`config.mk`:
```
export PLATFORM = sky130hd
export DESIGN_NAME = kwm_table
export DESIGN_NICKNAME = d
export VERILOG_FILES = /design/src/rtl/core/kwm_pkg.sv /design/src/rtl/core/kwm_ram.sv /design/src/rtl/core/kwm_table.sv
export SDC_FILE = /design/constraint.sdc
export NUM_CORES = 2
export LEC_CHECK = 0
export BUFFER_PORTS_ARGS = -buffer_cell sky130_fd_sc_hd__buf_4
export CORE_AREA = 2 2 662 401
export CTS_CLUSTER_SIZE = 14
export DETAILED_ROUTE_END_ITERATION = 6
export DIE_AREA = 0 0 664 403
export PLACE_DENSITY = 0.79
export SLEW_MARGIN = 20
export SYNTH_ARGS = -nofsm -noshare
export SYNTH_HDL_FRONTEND = slang
export SYNTH_SLANG_ARGS = --single-unit
```
`constraint.sdc`:
```
create_clock -name clk -period 2.14 [get_ports clk]
set_input_delay 0.107 -clock clk [delete_from_list [all_inputs] [get_ports clk]]
set_output_delay 0.107 -clock clk [all_outputs]
set_load 0.03 [all_outputs]
```
`src/rtl/core/kwm_pkg.sv`:
```
// Package with the shared constants, types and helpers of the keyword table matcher.
`default_nettype none

package kwm_pkg;

    localparam int NUM_KEYWORDS = 16;
    localparam int MAX_KEY_LEN  = 32;

    localparam int IDX_W   = $clog2(NUM_KEYWORDS);
    localparam int NUM_W   = $clog2(NUM_KEYWORDS + 1);
    localparam int LEN_W   = $clog2(MAX_KEY_LEN + 1);
    localparam int ADDR_W  = (MAX_KEY_LEN > 1) ? $clog2(MAX_KEY_LEN) : 1;
    localparam int CHAR_W  = 8;
    localparam int CFG_IDX_W  = 2;
    localparam int CFG_DATA_W = NUM_W;

    // Register indexes of the configuration port.
    localparam logic [CFG_IDX_W-1:0] CFG_EXACT_MATCH    = 2'd0;
    localparam logic [CFG_IDX_W-1:0] CFG_CASE_SENSITIVE = 2'd1;
    localparam logic [CFG_IDX_W-1:0] CFG_KEYWORD_COUNT  = 2'd2;

    // Request action codes.
    localparam logic ACT_LOAD = 1'b0;
    localparam logic ACT_TEST = 1'b1;

    typedef logic [CHAR_W-1:0] char_t;
    typedef logic [LEN_W-1:0]  len_t;
    typedef char_t [NUM_KEYWORDS-1:0] kw_chars_t;
    typedef len_t  [NUM_KEYWORDS-1:0] kw_lens_t;

    typedef struct packed {
        logic             exact_match;
        logic             case_sensitive;
        logic [NUM_W-1:0] keyword_count;
    } cfg_t;

    typedef struct packed {
        logic             char_we;
        logic             len_we;
        logic [IDX_W-1:0] idx;
        len_t             pos;
        char_t            value;
    } tbl_wr_t;

    // ASCII a-z fold to A-Z unless the compare is case sensitive.
    function automatic char_t fold_char(input char_t c, input logic case_sensitive);
        char_t r;
        r = c;
        if (!case_sensitive && c >= 8'h61 && c <= 8'h7A)
        begin
            r = c - 8'h20;
        end
        return r;
    endfunction

endpackage

`default_nettype wire

```
`src/rtl/core/kwm_ram.sv`:
```
// Generic single-port-write, registered-read RAM.
`default_nettype none

module kwm_ram #(
    parameter int WIDTH = 8,
    parameter int DEPTH = 32
) (
    input  wire logic                              clk,
    input  wire logic                              we,
    input  wire logic [$clog2(DEPTH > 1 ? DEPTH : 2)-1:0] waddr,
    input  wire logic [WIDTH-1:0]                  wdata,
    input  wire logic                              re,
    input  wire logic [$clog2(DEPTH > 1 ? DEPTH : 2)-1:0] raddr,
    output logic      [WIDTH-1:0]                  rdata
);

    logic [WIDTH-1:0] mem [DEPTH];

    always_ff @(posedge clk)
    begin
        if (we)
        begin
            mem[waddr] <= wdata;
        end
        if (re)
        begin
            rdata <= mem[raddr];
        end
    end

endmodule

`default_nettype wire

```
`src/rtl/core/kwm_table.sv`:
```
// Keyword table: one character RAM bank per keyword and the keyword length registers.
`default_nettype none

module kwm_table (
    input  wire logic                           clk,
    input  wire kwm_pkg::tbl_wr_t               wr,
    input  wire logic                           rd_en,
    input  wire logic [kwm_pkg::ADDR_W-1:0]     rd_addr,
    output kwm_pkg::kw_chars_t                  rd_data,
    output kwm_pkg::kw_lens_t                   lengths
);

    kwm_pkg::kw_lens_t lengths_reg;

    for (genvar g = 0; g < kwm_pkg::NUM_KEYWORDS; g++)
    begin : g_bank
        kwm_ram #(
            .WIDTH (kwm_pkg::CHAR_W),
            .DEPTH (kwm_pkg::MAX_KEY_LEN)
        ) u_ram (
            .clk   (clk),
            .we    (wr.char_we && (wr.idx == kwm_pkg::IDX_W'(g))),
            .waddr (wr.pos[kwm_pkg::ADDR_W-1:0]),
            .wdata (wr.value),
            .re    (rd_en),
            .raddr (rd_addr),
            .rdata (rd_data[g])
        );
    end

    always_ff @(posedge clk)
    begin
        if (wr.len_we)
        begin
            lengths_reg[wr.idx] <= wr.pos;
        end
    end

    assign lengths = lengths_reg;

endmodule

`default_nettype wire

```
==> results.json <==
{
  "place_hpwl_mm": 272.7,
  "drc_errors": 6,
  "tritoncts": "yes",
  "clk_path_buf_depth": 4,
  "grt_pass1_wl_mm": 643.4,
  "fin_crit_ns": 1.959,
  "chipHeight_microns": 403,
  "postSynthAreaPerCell_sq_um": 22.75,
  "synth-edff-count": 4320,
  "wire_per_inst_microns": 37.36,
  "synth_seq_area_share_pct": 80.30,
  "tightest_slew_ns": 0.9224,
  "worstPathArrival_ns": 2.55,
  "max_cap_viol_count": 0,
  "drv_slew": 0,
  "final_cell_mix": "4320 x edfxtp_1, 1229 x buf_4, 1000 x mux4_2",
  "ys.flop_type": "edfxtp_1",
  "period_share_pct": 91.56,
  "end_kind": "register",
  "failed_checks": "design-rule violations",
  "vias": 87390,
  "finClkSkew_ns": 0.04423,
  "required_ns": 2.73,
  "place_congestion": 0.8659,
  "drtIter0Drc": 15970,
  "worstSetupPathType": "reg2reg",
  "dp_slack_ns": -0.2415,
  "yosysWarnings": 0,
  "viasPerCell": 7.164,
  "power_density_nw_per_um2": 878.2,
  "die-area_sq_um": 267600,
  "ios": 251,
  "port_buffers": 250,
  "cts.repair.resized": 0,
  "largest_reg_flops": 4096,
  "setup_ws_ns": 0.1805,
  "cp_max_fo": 1,
  "final_nets": 8511,
  "start_util_pct": 61.67,
  "path_clk_slew_ns": 0.07,
  "rows": 146,
  "leakagePower_nw": 60.22,
  "antenna_found_initial": 26,
  "setup_viol": 0,
  "fill_cells": 13850,
  "cts_root_buffer": "clkbuf_16",
  "postRouteAntennaNets": 0,
  "setup_tns_ns": 0,
  "grt_use_total_pct": 34.04,
  "maxSlewHeadroom_pct": 37.94,
  "synth.net_count": 7128,
  "drive_gt1_share_pct": 33.14,
  "cts.sinks": 4320,
  "max_freq_mhz": 510.3,
  "startpoint_type": "register",
  "final_common_cell": "edfxtp_1",
  "ys_seq_elements": 4320,
  "synth.distinct_cells": 28,
  "htree_levels": 5,
  "hp-class": "in2reg",
  "ir_drop_uv": 1050,
  "clkLatencyLatePin_ns": 0.94,
  "ys_async_sr_fraction_pct": 0,
  "status": "finished with violations",
  "syn_to_final_growth_pct": 16.13,
  "cts_buffers": 369,
  "synth_area_sq_um": 161500,
  "syn_inst": 7101,
  "wl_mm": 455.7,
  "grt_pass1_vias": 86370,
  "overflow": 0,
  "coreArea_sq_um": 262000,
  "rsz0062_at_grt": "false",
  "drtPass1Iterations": 7,
  "finalHoldViolCount": 0,
  "die_w_microns": 664,
  "grt_max_degree": 148
}
## power by group
group | switching (mW) | total, mW | internal [mW]
Combinational | 5.60 | 9.02 | 3.42
Clock | 29.4 | 61.9 | 32.5
Sequential | 0.344 | 93.8 | 93.5
Total | 35.4 | 165 | 129
## worst max-delay path, stage by stage (launching register included)
cell,delay (ns)
edfxtp_1,0.35
mux4_2,0.25
o22ai_1,0.10
buf_4,0.17
nor4_1,0.76
## layer usage
layer	vias up	wire length, microns	track usage [%]
met3	1269	72090	10.15
met5	-	186	0
met4	26	20890	13.97
met1	44900	153200	48.26
li1	32860	-	-
met2	8340	209300	50.67
## final cells by class
class | count | area (sq um) | area share (%)
multi-input cells | 2352 | 29800 | 15.88
flip-flops and latches | 4320 | 129700 | 69.15
clock inverters | 87 | 489.2 | 0.2608
well taps | 3478 | 4352 | 2.320
repair buffers | 1441 | 13210 | 7.039
diodes | 49 | 122.6 | 0.06536
clock buffers | 471 | 9915 | 5.285
## Yosys cell counts (18+ instances only)
library cell	instances	area share [%]
a22oi_1	24	0.11
buf_1	33	0.077
buf_2	135	0.42
buf_4	84	0.39
clkbuf_1	170	0.40
edfxtp_1	4320	80
mux2i_1	48	0.30
mux4_2	1000	14
nand2_1	61	0.14
nand3_1	18	0.056
nor2_1	532	1.2
nor4_1	122	0.47
o22ai_1	488	1.9
## per-stage QoR
step	util [%]	hold slack (ns)	area (sq um)	cells	power [mW]
after global routing	71.58	0.1240	187500	12160	167.8
after CTS	71.57	0.06096	187500	12150	164.6
final	71.62	0.1112	187600	12200	164.8
after detailed placement	67.52	0.4421	176900	11570	104.3
after global placement	67.52	0.4466	176900	11570	104.0
after floorplan	-	0.2059	161500	7101	99.58
## worst paths after layout
kind	start	slack, ns	to	depth (start not counted)
setup reg to reg	g_bank[14].u_ram.mem[10][2]$_DFFE_PP_	0.18	g_bank[14].u_ram.rdata[2]$_DFFE_PP_	4
hold reg to reg	g_bank[10].u_ram.mem[13][7]$_DFFE_PP_	0.78	g_bank[10].u_ram.rdata[7]$_DFFE_PP_	4
setup / recovery	g_bank[14].u_ram.mem[10][2]$_DFFE_PP_	0.18	g_bank[14].u_ram.rdata[2]$_DFFE_PP_	4
hold / removal	rd_addr[3]	0.11	g_bank[10].u_ram.rdata[7]$_DFFE_PP_	6
## timing repair
item | CTS | global route
setup buffers | 0 | 0
endpoints found under the hold margin | 2831 | 0
hold buffers | 22 | 0
## kinds of logic after synthesis
| family | after synthesis | share of synthesized area [%] |
|---|---|---|
| DFF | 4320 | 80.30 |
| and+or+nand+nor | 780 | 2.096 |
| muxes | 1048 | 14.24 |
| buffers and inverters | 429 | 1.325 |
| AOI/OAI and AO/OA | 524 | 2.039 |
(Power assumes the default switching activity.)
