$ cat src/rtl/core/kwm_pkg.sv
// Package with the shared constants, types and helpers of the keyword table matcher.
`default_nettype none

package kwm_pkg;

    localparam int NUM_KEYWORDS = 16;
    localparam int MAX_KEY_LEN  = 32;

    localparam int IDX_W   = $clog2(NUM_KEYWORDS);
    localparam int NUM_W   = $clog2(NUM_KEYWORDS + 1);
    localparam int LEN_W   = $clog2(MAX_KEY_LEN + 1);
    localparam int ADDR_W  = (MAX_KEY_LEN > 1) ? $clog2(MAX_KEY_LEN) : 1;
    localparam int CHAR_W  = 8;
    localparam int CFG_IDX_W  = 2;
    localparam int CFG_DATA_W = NUM_W;

    // Register indexes of the configuration port.
    localparam logic [CFG_IDX_W-1:0] CFG_EXACT_MATCH    = 2'd0;
    localparam logic [CFG_IDX_W-1:0] CFG_CASE_SENSITIVE = 2'd1;
    localparam logic [CFG_IDX_W-1:0] CFG_KEYWORD_COUNT  = 2'd2;

    // Request action codes.
    localparam logic ACT_LOAD = 1'b0;
    localparam logic ACT_TEST = 1'b1;

    typedef logic [CHAR_W-1:0] char_t;
    typedef logic [LEN_W-1:0]  len_t;
    typedef char_t [NUM_KEYWORDS-1:0] kw_chars_t;
    typedef len_t  [NUM_KEYWORDS-1:0] kw_lens_t;

    typedef struct packed {
        logic             exact_match;
        logic             case_sensitive;
        logic [NUM_W-1:0] keyword_count;
    } cfg_t;

    typedef struct packed {
        logic             char_we;
        logic             len_we;
        logic [IDX_W-1:0] idx;
        len_t             pos;
        char_t            value;
    } tbl_wr_t;

    // ASCII a-z fold to A-Z unless the compare is case sensitive.
    function automatic char_t fold_char(input char_t c, input logic case_sensitive);
        char_t r;
        r = c;
        if (!case_sensitive && c >= 8'h61 && c <= 8'h7A)
        begin
            r = c - 8'h20;
        end
        return r;
    endfunction

endpackage

`default_nettype wire

$ cat src/rtl/core/kwm_match.sv
// Compare stage: per-keyword alive bits, terminator decision and the result register.
`default_nettype none

module kwm_match (
    input  wire logic                       clk,
    input  wire logic                       rst_n,
    input  wire kwm_pkg::cfg_t              cfg,
    input  wire logic                       take,
    input  wire kwm_pkg::char_t             take_char,
    input  wire kwm_pkg::len_t              take_pos,
    input  wire kwm_pkg::kw_chars_t         rd_data,
    input  wire kwm_pkg::kw_lens_t          lengths,
    output logic                            stage_ready,
    output logic                            out_valid,
    input  wire logic                       out_ready,
    output logic [kwm_pkg::NUM_W-1:0]       match_number,
    output kwm_pkg::len_t                   matched_length
);

    logic                               s1_valid_reg, s1_valid_next;
    kwm_pkg::char_t                     s1_char_reg;
    kwm_pkg::len_t                      s1_pos_reg;
    logic [kwm_pkg::NUM_KEYWORDS-1:0]   alive_reg, alive_next;
    logic                               out_valid_reg, out_valid_next;
    logic [kwm_pkg::NUM_W-1:0]          number_reg;
    kwm_pkg::len_t                      length_reg;

    logic                               s1_term;
    logic                               s1_go;
    logic [kwm_pkg::NUM_KEYWORDS-1:0]   kill;
    logic [kwm_pkg::NUM_KEYWORDS-1:0]   hit;
    logic [kwm_pkg::NUM_W-1:0]          cnt_eff;
    logic [kwm_pkg::NUM_W-1:0]          number_sel;
    kwm_pkg::len_t                      length_sel;
    kwm_pkg::char_t                     fc;

    assign s1_term     = (s1_char_reg == '0);
    assign s1_go       = s1_valid_reg && (!s1_term || !out_valid_reg || out_ready);
    assign stage_ready = !s1_valid_reg || s1_go;

    always_comb
    begin
        fc      = kwm_pkg::fold_char(s1_char_reg, cfg.case_sensitive);
        cnt_eff = (cfg.keyword_count > kwm_pkg::NUM_W'(kwm_pkg::NUM_KEYWORDS))
                ? kwm_pkg::NUM_W'(kwm_pkg::NUM_KEYWORDS) : cfg.keyword_count;
        for (int i = 0; i < kwm_pkg::NUM_KEYWORDS; i++)
        begin
            // Inside the keyword a byte must match; past its end only exact mode cares.
            if (s1_pos_reg < lengths[i])
            begin
                kill[i] = alive_reg[i]
                    && (kwm_pkg::fold_char(rd_data[i], cfg.case_sensitive) != fc);
            end
            else
            begin
                kill[i] = alive_reg[i] && cfg.exact_match;
            end
            hit[i] = alive_reg[i] && (kwm_pkg::NUM_W'(i) < cnt_eff)
                && (cfg.exact_match ? (lengths[i] == s1_pos_reg)
                                    : (lengths[i] <= s1_pos_reg));
        end
        // The lowest-numbered hit wins.
        number_sel = '0;
        length_sel = '0;
        for (int i = kwm_pkg::NUM_KEYWORDS - 1; i >= 0; i--)
        begin
            if (hit[i])
            begin
                number_sel = kwm_pkg::NUM_W'(i + 1);
                length_sel = lengths[i];
            end
        end
    end

    always_comb
    begin
        s1_valid_next = s1_valid_reg;
        if (take)
        begin
            s1_valid_next = 1'b1;
        end
        else if (s1_go)
        begin
            s1_valid_next = 1'b0;
        end

        alive_next = alive_reg;
        if (s1_go)
        begin
            alive_next = s1_term ? '1 : (alive_reg & ~kill);
        end

        out_valid_next = out_valid_reg;
        if (s1_go && s1_term)
        begin
            out_valid_next = 1'b1;
        end
        else if (out_ready)
        begin
            out_valid_next = 1'b0;
        end
    end

    always_ff @(posedge clk or negedge rst_n)
    begin
        if (!rst_n)
        begin
            s1_valid_reg  <= 1'b0;
            alive_reg     <= '1;
            out_valid_reg <= 1'b0;
        end
        else
        begin
            s1_valid_reg  <= s1_valid_next;
            alive_reg     <= alive_next;
            out_valid_reg <= out_valid_next;
        end
    end

    always_ff @(posedge clk)
    begin
        if (take)
        begin
            s1_char_reg <= take_char;
            s1_pos_reg  <= take_pos;
        end
        if (s1_go && s1_term)
        begin
            number_reg <= number_sel;
            length_reg <= length_sel;
        end
    end

    assign out_valid      = out_valid_reg;
    assign match_number   = number_reg;
    assign matched_length = length_reg;

endmodule

`default_nettype wire

$ cat config.mk
export PLATFORM = sky130hd
export DESIGN_NAME = kwm_match
export DESIGN_NICKNAME = d
export VERILOG_FILES = /design/src/rtl/core/kwm_pkg.sv /design/src/rtl/core/kwm_match.sv
export SDC_FILE = /design/constraint.sdc
export NUM_CORES = 1
export LEC_CHECK = 0
export ABC_CLOCK_PERIOD_IN_PS = 4000
export BUFFER_PORTS_ARGS = -buffer_cell sky130_fd_sc_hd__buf_2
export CAP_MARGIN = 20
export CORE_MARGIN = 2
export CORE_UTILIZATION = 54
export DETAILED_ROUTE_END_ITERATION = 10
export PLACE_DENSITY = 0.84
export SLEW_MARGIN = 20
export SYNTH_ARGS = -nofsm -noshare
export SYNTH_HDL_FRONTEND = slang
export SYNTH_SLANG_ARGS = --single-unit
$ cat constraint.sdc
create_clock -name clk -period 4 [get_ports clk]
set_input_delay 0.6 -clock clk [delete_from_list [all_inputs] [get_ports clk]]
set_output_delay 0.6 -clock clk [all_outputs]
set_load 0.02 [all_outputs]
==> metrics.txt <==
total power 1.88 mW; R2R depth 10; Initial Util 55.8%; Core ar. 14600 um2; first-pass GRT wire length 44.9 mm; Layout Nets 1685; met3 WL 2.90 mm; Overflow after GRT 0; clock sinks 43; Clk network pwr share 23.9%; Post-Syn Nets 1428; internal power 1.15 mW; Worst R2R Setup Slack 0.31 ns; Routed Antenna Nets 0; worst path bufs/invs 2; Post-Route M1 WL 11.6 mm; CP most frequent cell a21oi_1; Placer Congestion 1.05; clk buf depth 2; Max rail drop VDD 0.150 mV; vias in the first global route 8962; top cells by area in the synthesized netlist ha_1 17%, edfxtp_1 9.2%, xnor2_1 7.0%, xor2_1 6.8%, dfstp_2 5.1%; Worst Setup End Kind flop; Leak 4.75 nW; Synth top area share 17.3%; delay-heaviest family, CP compound AO/OA/AOI/OAI gates; die area 16100 um2; CP cell instances inv_1 -> ha_1 -> o21ai_0 -> a21oi_1 -> o41ai_1 -> a21oi_1 -> buf_4 -> a311oi_1 -> a21oi_1 -> o31ai_1; Seq pwr share 26.3%; yosys warns 0; highest routing layer actually used met4; layout cell share with drive strength beyond 1 24.6%; clk root buf clkbuf_16; Fin. Hold Viols 0; Worst Setup Start Kind flop; worst endpoint data arrival time 3.80 ns; Filler cells 1272; slew margin rel. 28.3%; sequential share of the synthesized area 15.0%; Port Buffers 261; placed cells 1499; Chip Width 127 um; Tcrit/Tclk final 92.3%; EDFF count, synth 25; Post-Layout Cell Count 1511; Setup-failing EPs final 0; total CTS buffers 5; Slew @ Worst Pin 1.08 ns; type of the worst setup path flop to flop; IO Count 262; PostCTS Resize Cnt 0; met2 WL post-DR 13.4 mm; DR vias/cell 6.23; die span in y 127 um; WP data required 4.11 ns; clock slew at reported path FFs 0.07 ns; largest net degree at the start of global routing 20; Area Overhead vs Synth 21.2%; initial antenna violation count 2; CP max FO 11; post-synthesis cell type count 77; R2R Path End matched_length[3]$_DFFE_PP_; combinational share of power 49.8%; Net Sw Frac 38.7%; initial drt markers 861; RSZ-0062 raised after global routing no; Mapped Area 8170 um2; WL final 29.0 mm; syn_area_per_cell 7.66 um2; DRT Pass-1 Iters 5; Synth area leader ha_1; Tot GR Track Use 34.8%; Post-CTS Repair Setup Buffers 0; Worst R2R Start s1_pos_reg[2]$_DFFE_PP_; Skew-Pair Late Insertion Delay 0.30 ns; clk_skew 0.00676 ns; Gate Count Post-Synth 1066; floorplan row count 44; H-tree depth 2; setup TNS 0 ns; Final min period 3.69 ns; Power Dens Cells 190 nW/um2; #FFs+latches synth 43; utilization after layout 67.6%; hpwl dp 24.1 mm; slowest CP cell o41ai_1; Worst Hold Class input port to asynchronous set/reset pin; critical path's largest stage delay 0.73 ns; CP startpoint s1_pos_reg[2]$_DFFE_PP_; DRC violations left 0; Largest register FFs 16; vias 9419; status completed; wire per inst 19.2 um; Slew Limit Fails 0; CTS tree yes; ys flop type edfxtp_1; Switch Pwr 727 uW; fraction of registers with async set/reset 41.9%; hold-fix buffer count after cts 0; Max-Cap Viols 0; FMAX 271 MHz
-- layout by cell type, fill, tap and decap left out, types with 13 or more instances in the layout --
| cell | count |
|---|---|
| and4_1 | 13 |
| nand2b_1 | 18 |
| or4_1 | 16 |
| nand3_1 | 37 |
| dfstp_2 | 16 |
| xnor2_1 | 65 |
| nor2_1 | 71 |
| buf_2 | 261 |
| a21o_1 | 20 |
| xor2_1 | 63 |
| inv_1 | 82 |
| o21ai_0 | 55 |
| o31ai_1 | 16 |
| edfxtp_1 | 25 |
| nor4_1 | 19 |
| ha_1 | 113 |
| a21oi_1 | 71 |
| nor3_1 | 39 |
| buf_4 | 25 |
| nand2_1 | 68 |
| nand4_1 | 27 |
| or3_1 | 19 |
-- synth_stat cells (10+ instances only) --
library cell and count:
ha_1 113, inv_1 82, a21oi_1 71, nor2_1 71
nand2_1 68, xnor2_1 65, xor2_1 63, o21ai_0 55
nor3_1 39, nand3_1 37, nand4_1 27, clkbuf_1 26
edfxtp_1 25, a21o_1 20, nor4_1 19, or3_1 19
nand2b_1 18, dfstp_2 16, o31ai_1 16, or4_1 16
and4_1 13, o211ai_1 12, o21a_1 11, nor2b_1 10
-- per-stage QoR --
stage	hold WS (ns)	setup WS, ns	area [um2]
after CTS	0.235	0.449	9870
after floorplan	0.304	1.04	8170
final	0.227	0.309	9900
after global routing	0.261	0.135	9890
after detailed placement	0.468	0.466	9710
after global placement	0.467	0.488	9710
-- worst register-to-register path, cell delays in order (launching register included) --
cell,delay (ns)
edfxtp_1,0.35
inv_1,0.46
ha_1,0.36
o21ai_0,0.17
a21oi_1,0.06
o41ai_1,0.73
a21oi_1,0.39
buf_4,0.28
a311oi_1,0.27
a21oi_1,0.16
o31ai_1,0.27
-- power by group through the flow --
stage          Combinational [mW]  Sequential (mW)  Clock, mW
2_1_floorplan               0.553            0.501          0
4_1_cts                     0.917            0.495      0.448
3_3_place_gp                0.886            0.502          0
6_report                    0.936            0.495      0.448
5_1_grt                      1.04            0.497      0.460
3_5_place_dp                0.912            0.503          0
-- final cells by class --
class | count | area, um2 | area share (%)
Timing Repair Buffer | 287 | 1510 | 15.2
Clock buffer | 7 | 153 | 1.54
Tap cell | 184 | 230 | 2.33
Antenna cell | 3 | 7.51 | 0.0759
Sequential cell | 43 | 1220 | 12.3
Multi-Input combinational cell | 903 | 6460 | 65.2
Inverter | 83 | 312 | 3.15
Clock inverter | 1 | 7.51 | 0.0759
-- per-layer routing --
layer / track usage [%] / vias up
met1: 44.0 / 4280
met4: 14.2 / 0
met2: 58.3 / 555
li1: - / 4500
met3: 6.74 / 84
met5: 0 / -
-- cell families (layout without fill, tap and decap cells) --
kind of cell / Yosys count / in the layout / share of synthesized area [%]
simple gates: 370 / 370 / 23.8
flops: 43 / 43 / 15.0
compound gates: 290 / 290 / 24.0
other cells: 0 / 3 / 0
mux: 2 / 2 / 0.245
xor+xnor: 128 / 128 / 13.7
buf+inv: 120 / 378 / 5.99
fa+ha+maj: 113 / 113 / 17.3
-- worst max-delay path by stage --
stage          slack (ns)  depth (start not counted)                          end
5_1_grt              0.13                         10  matched_length[3]$_DFFE_PP_
2_1_floorplan        1.04                         11  matched_length[1]$_DFFE_PP_
3_3_place_gp         0.49                         10  matched_length[4]$_DFFE_PP_
6_report             0.31                         10  matched_length[3]$_DFFE_PP_
3_5_place_dp         0.47                         10  matched_length[3]$_DFFE_PP_
4_1_cts              0.45                         10  matched_length[3]$_DFFE_PP_
Note: power is estimated with default switching activity, not from simulation.
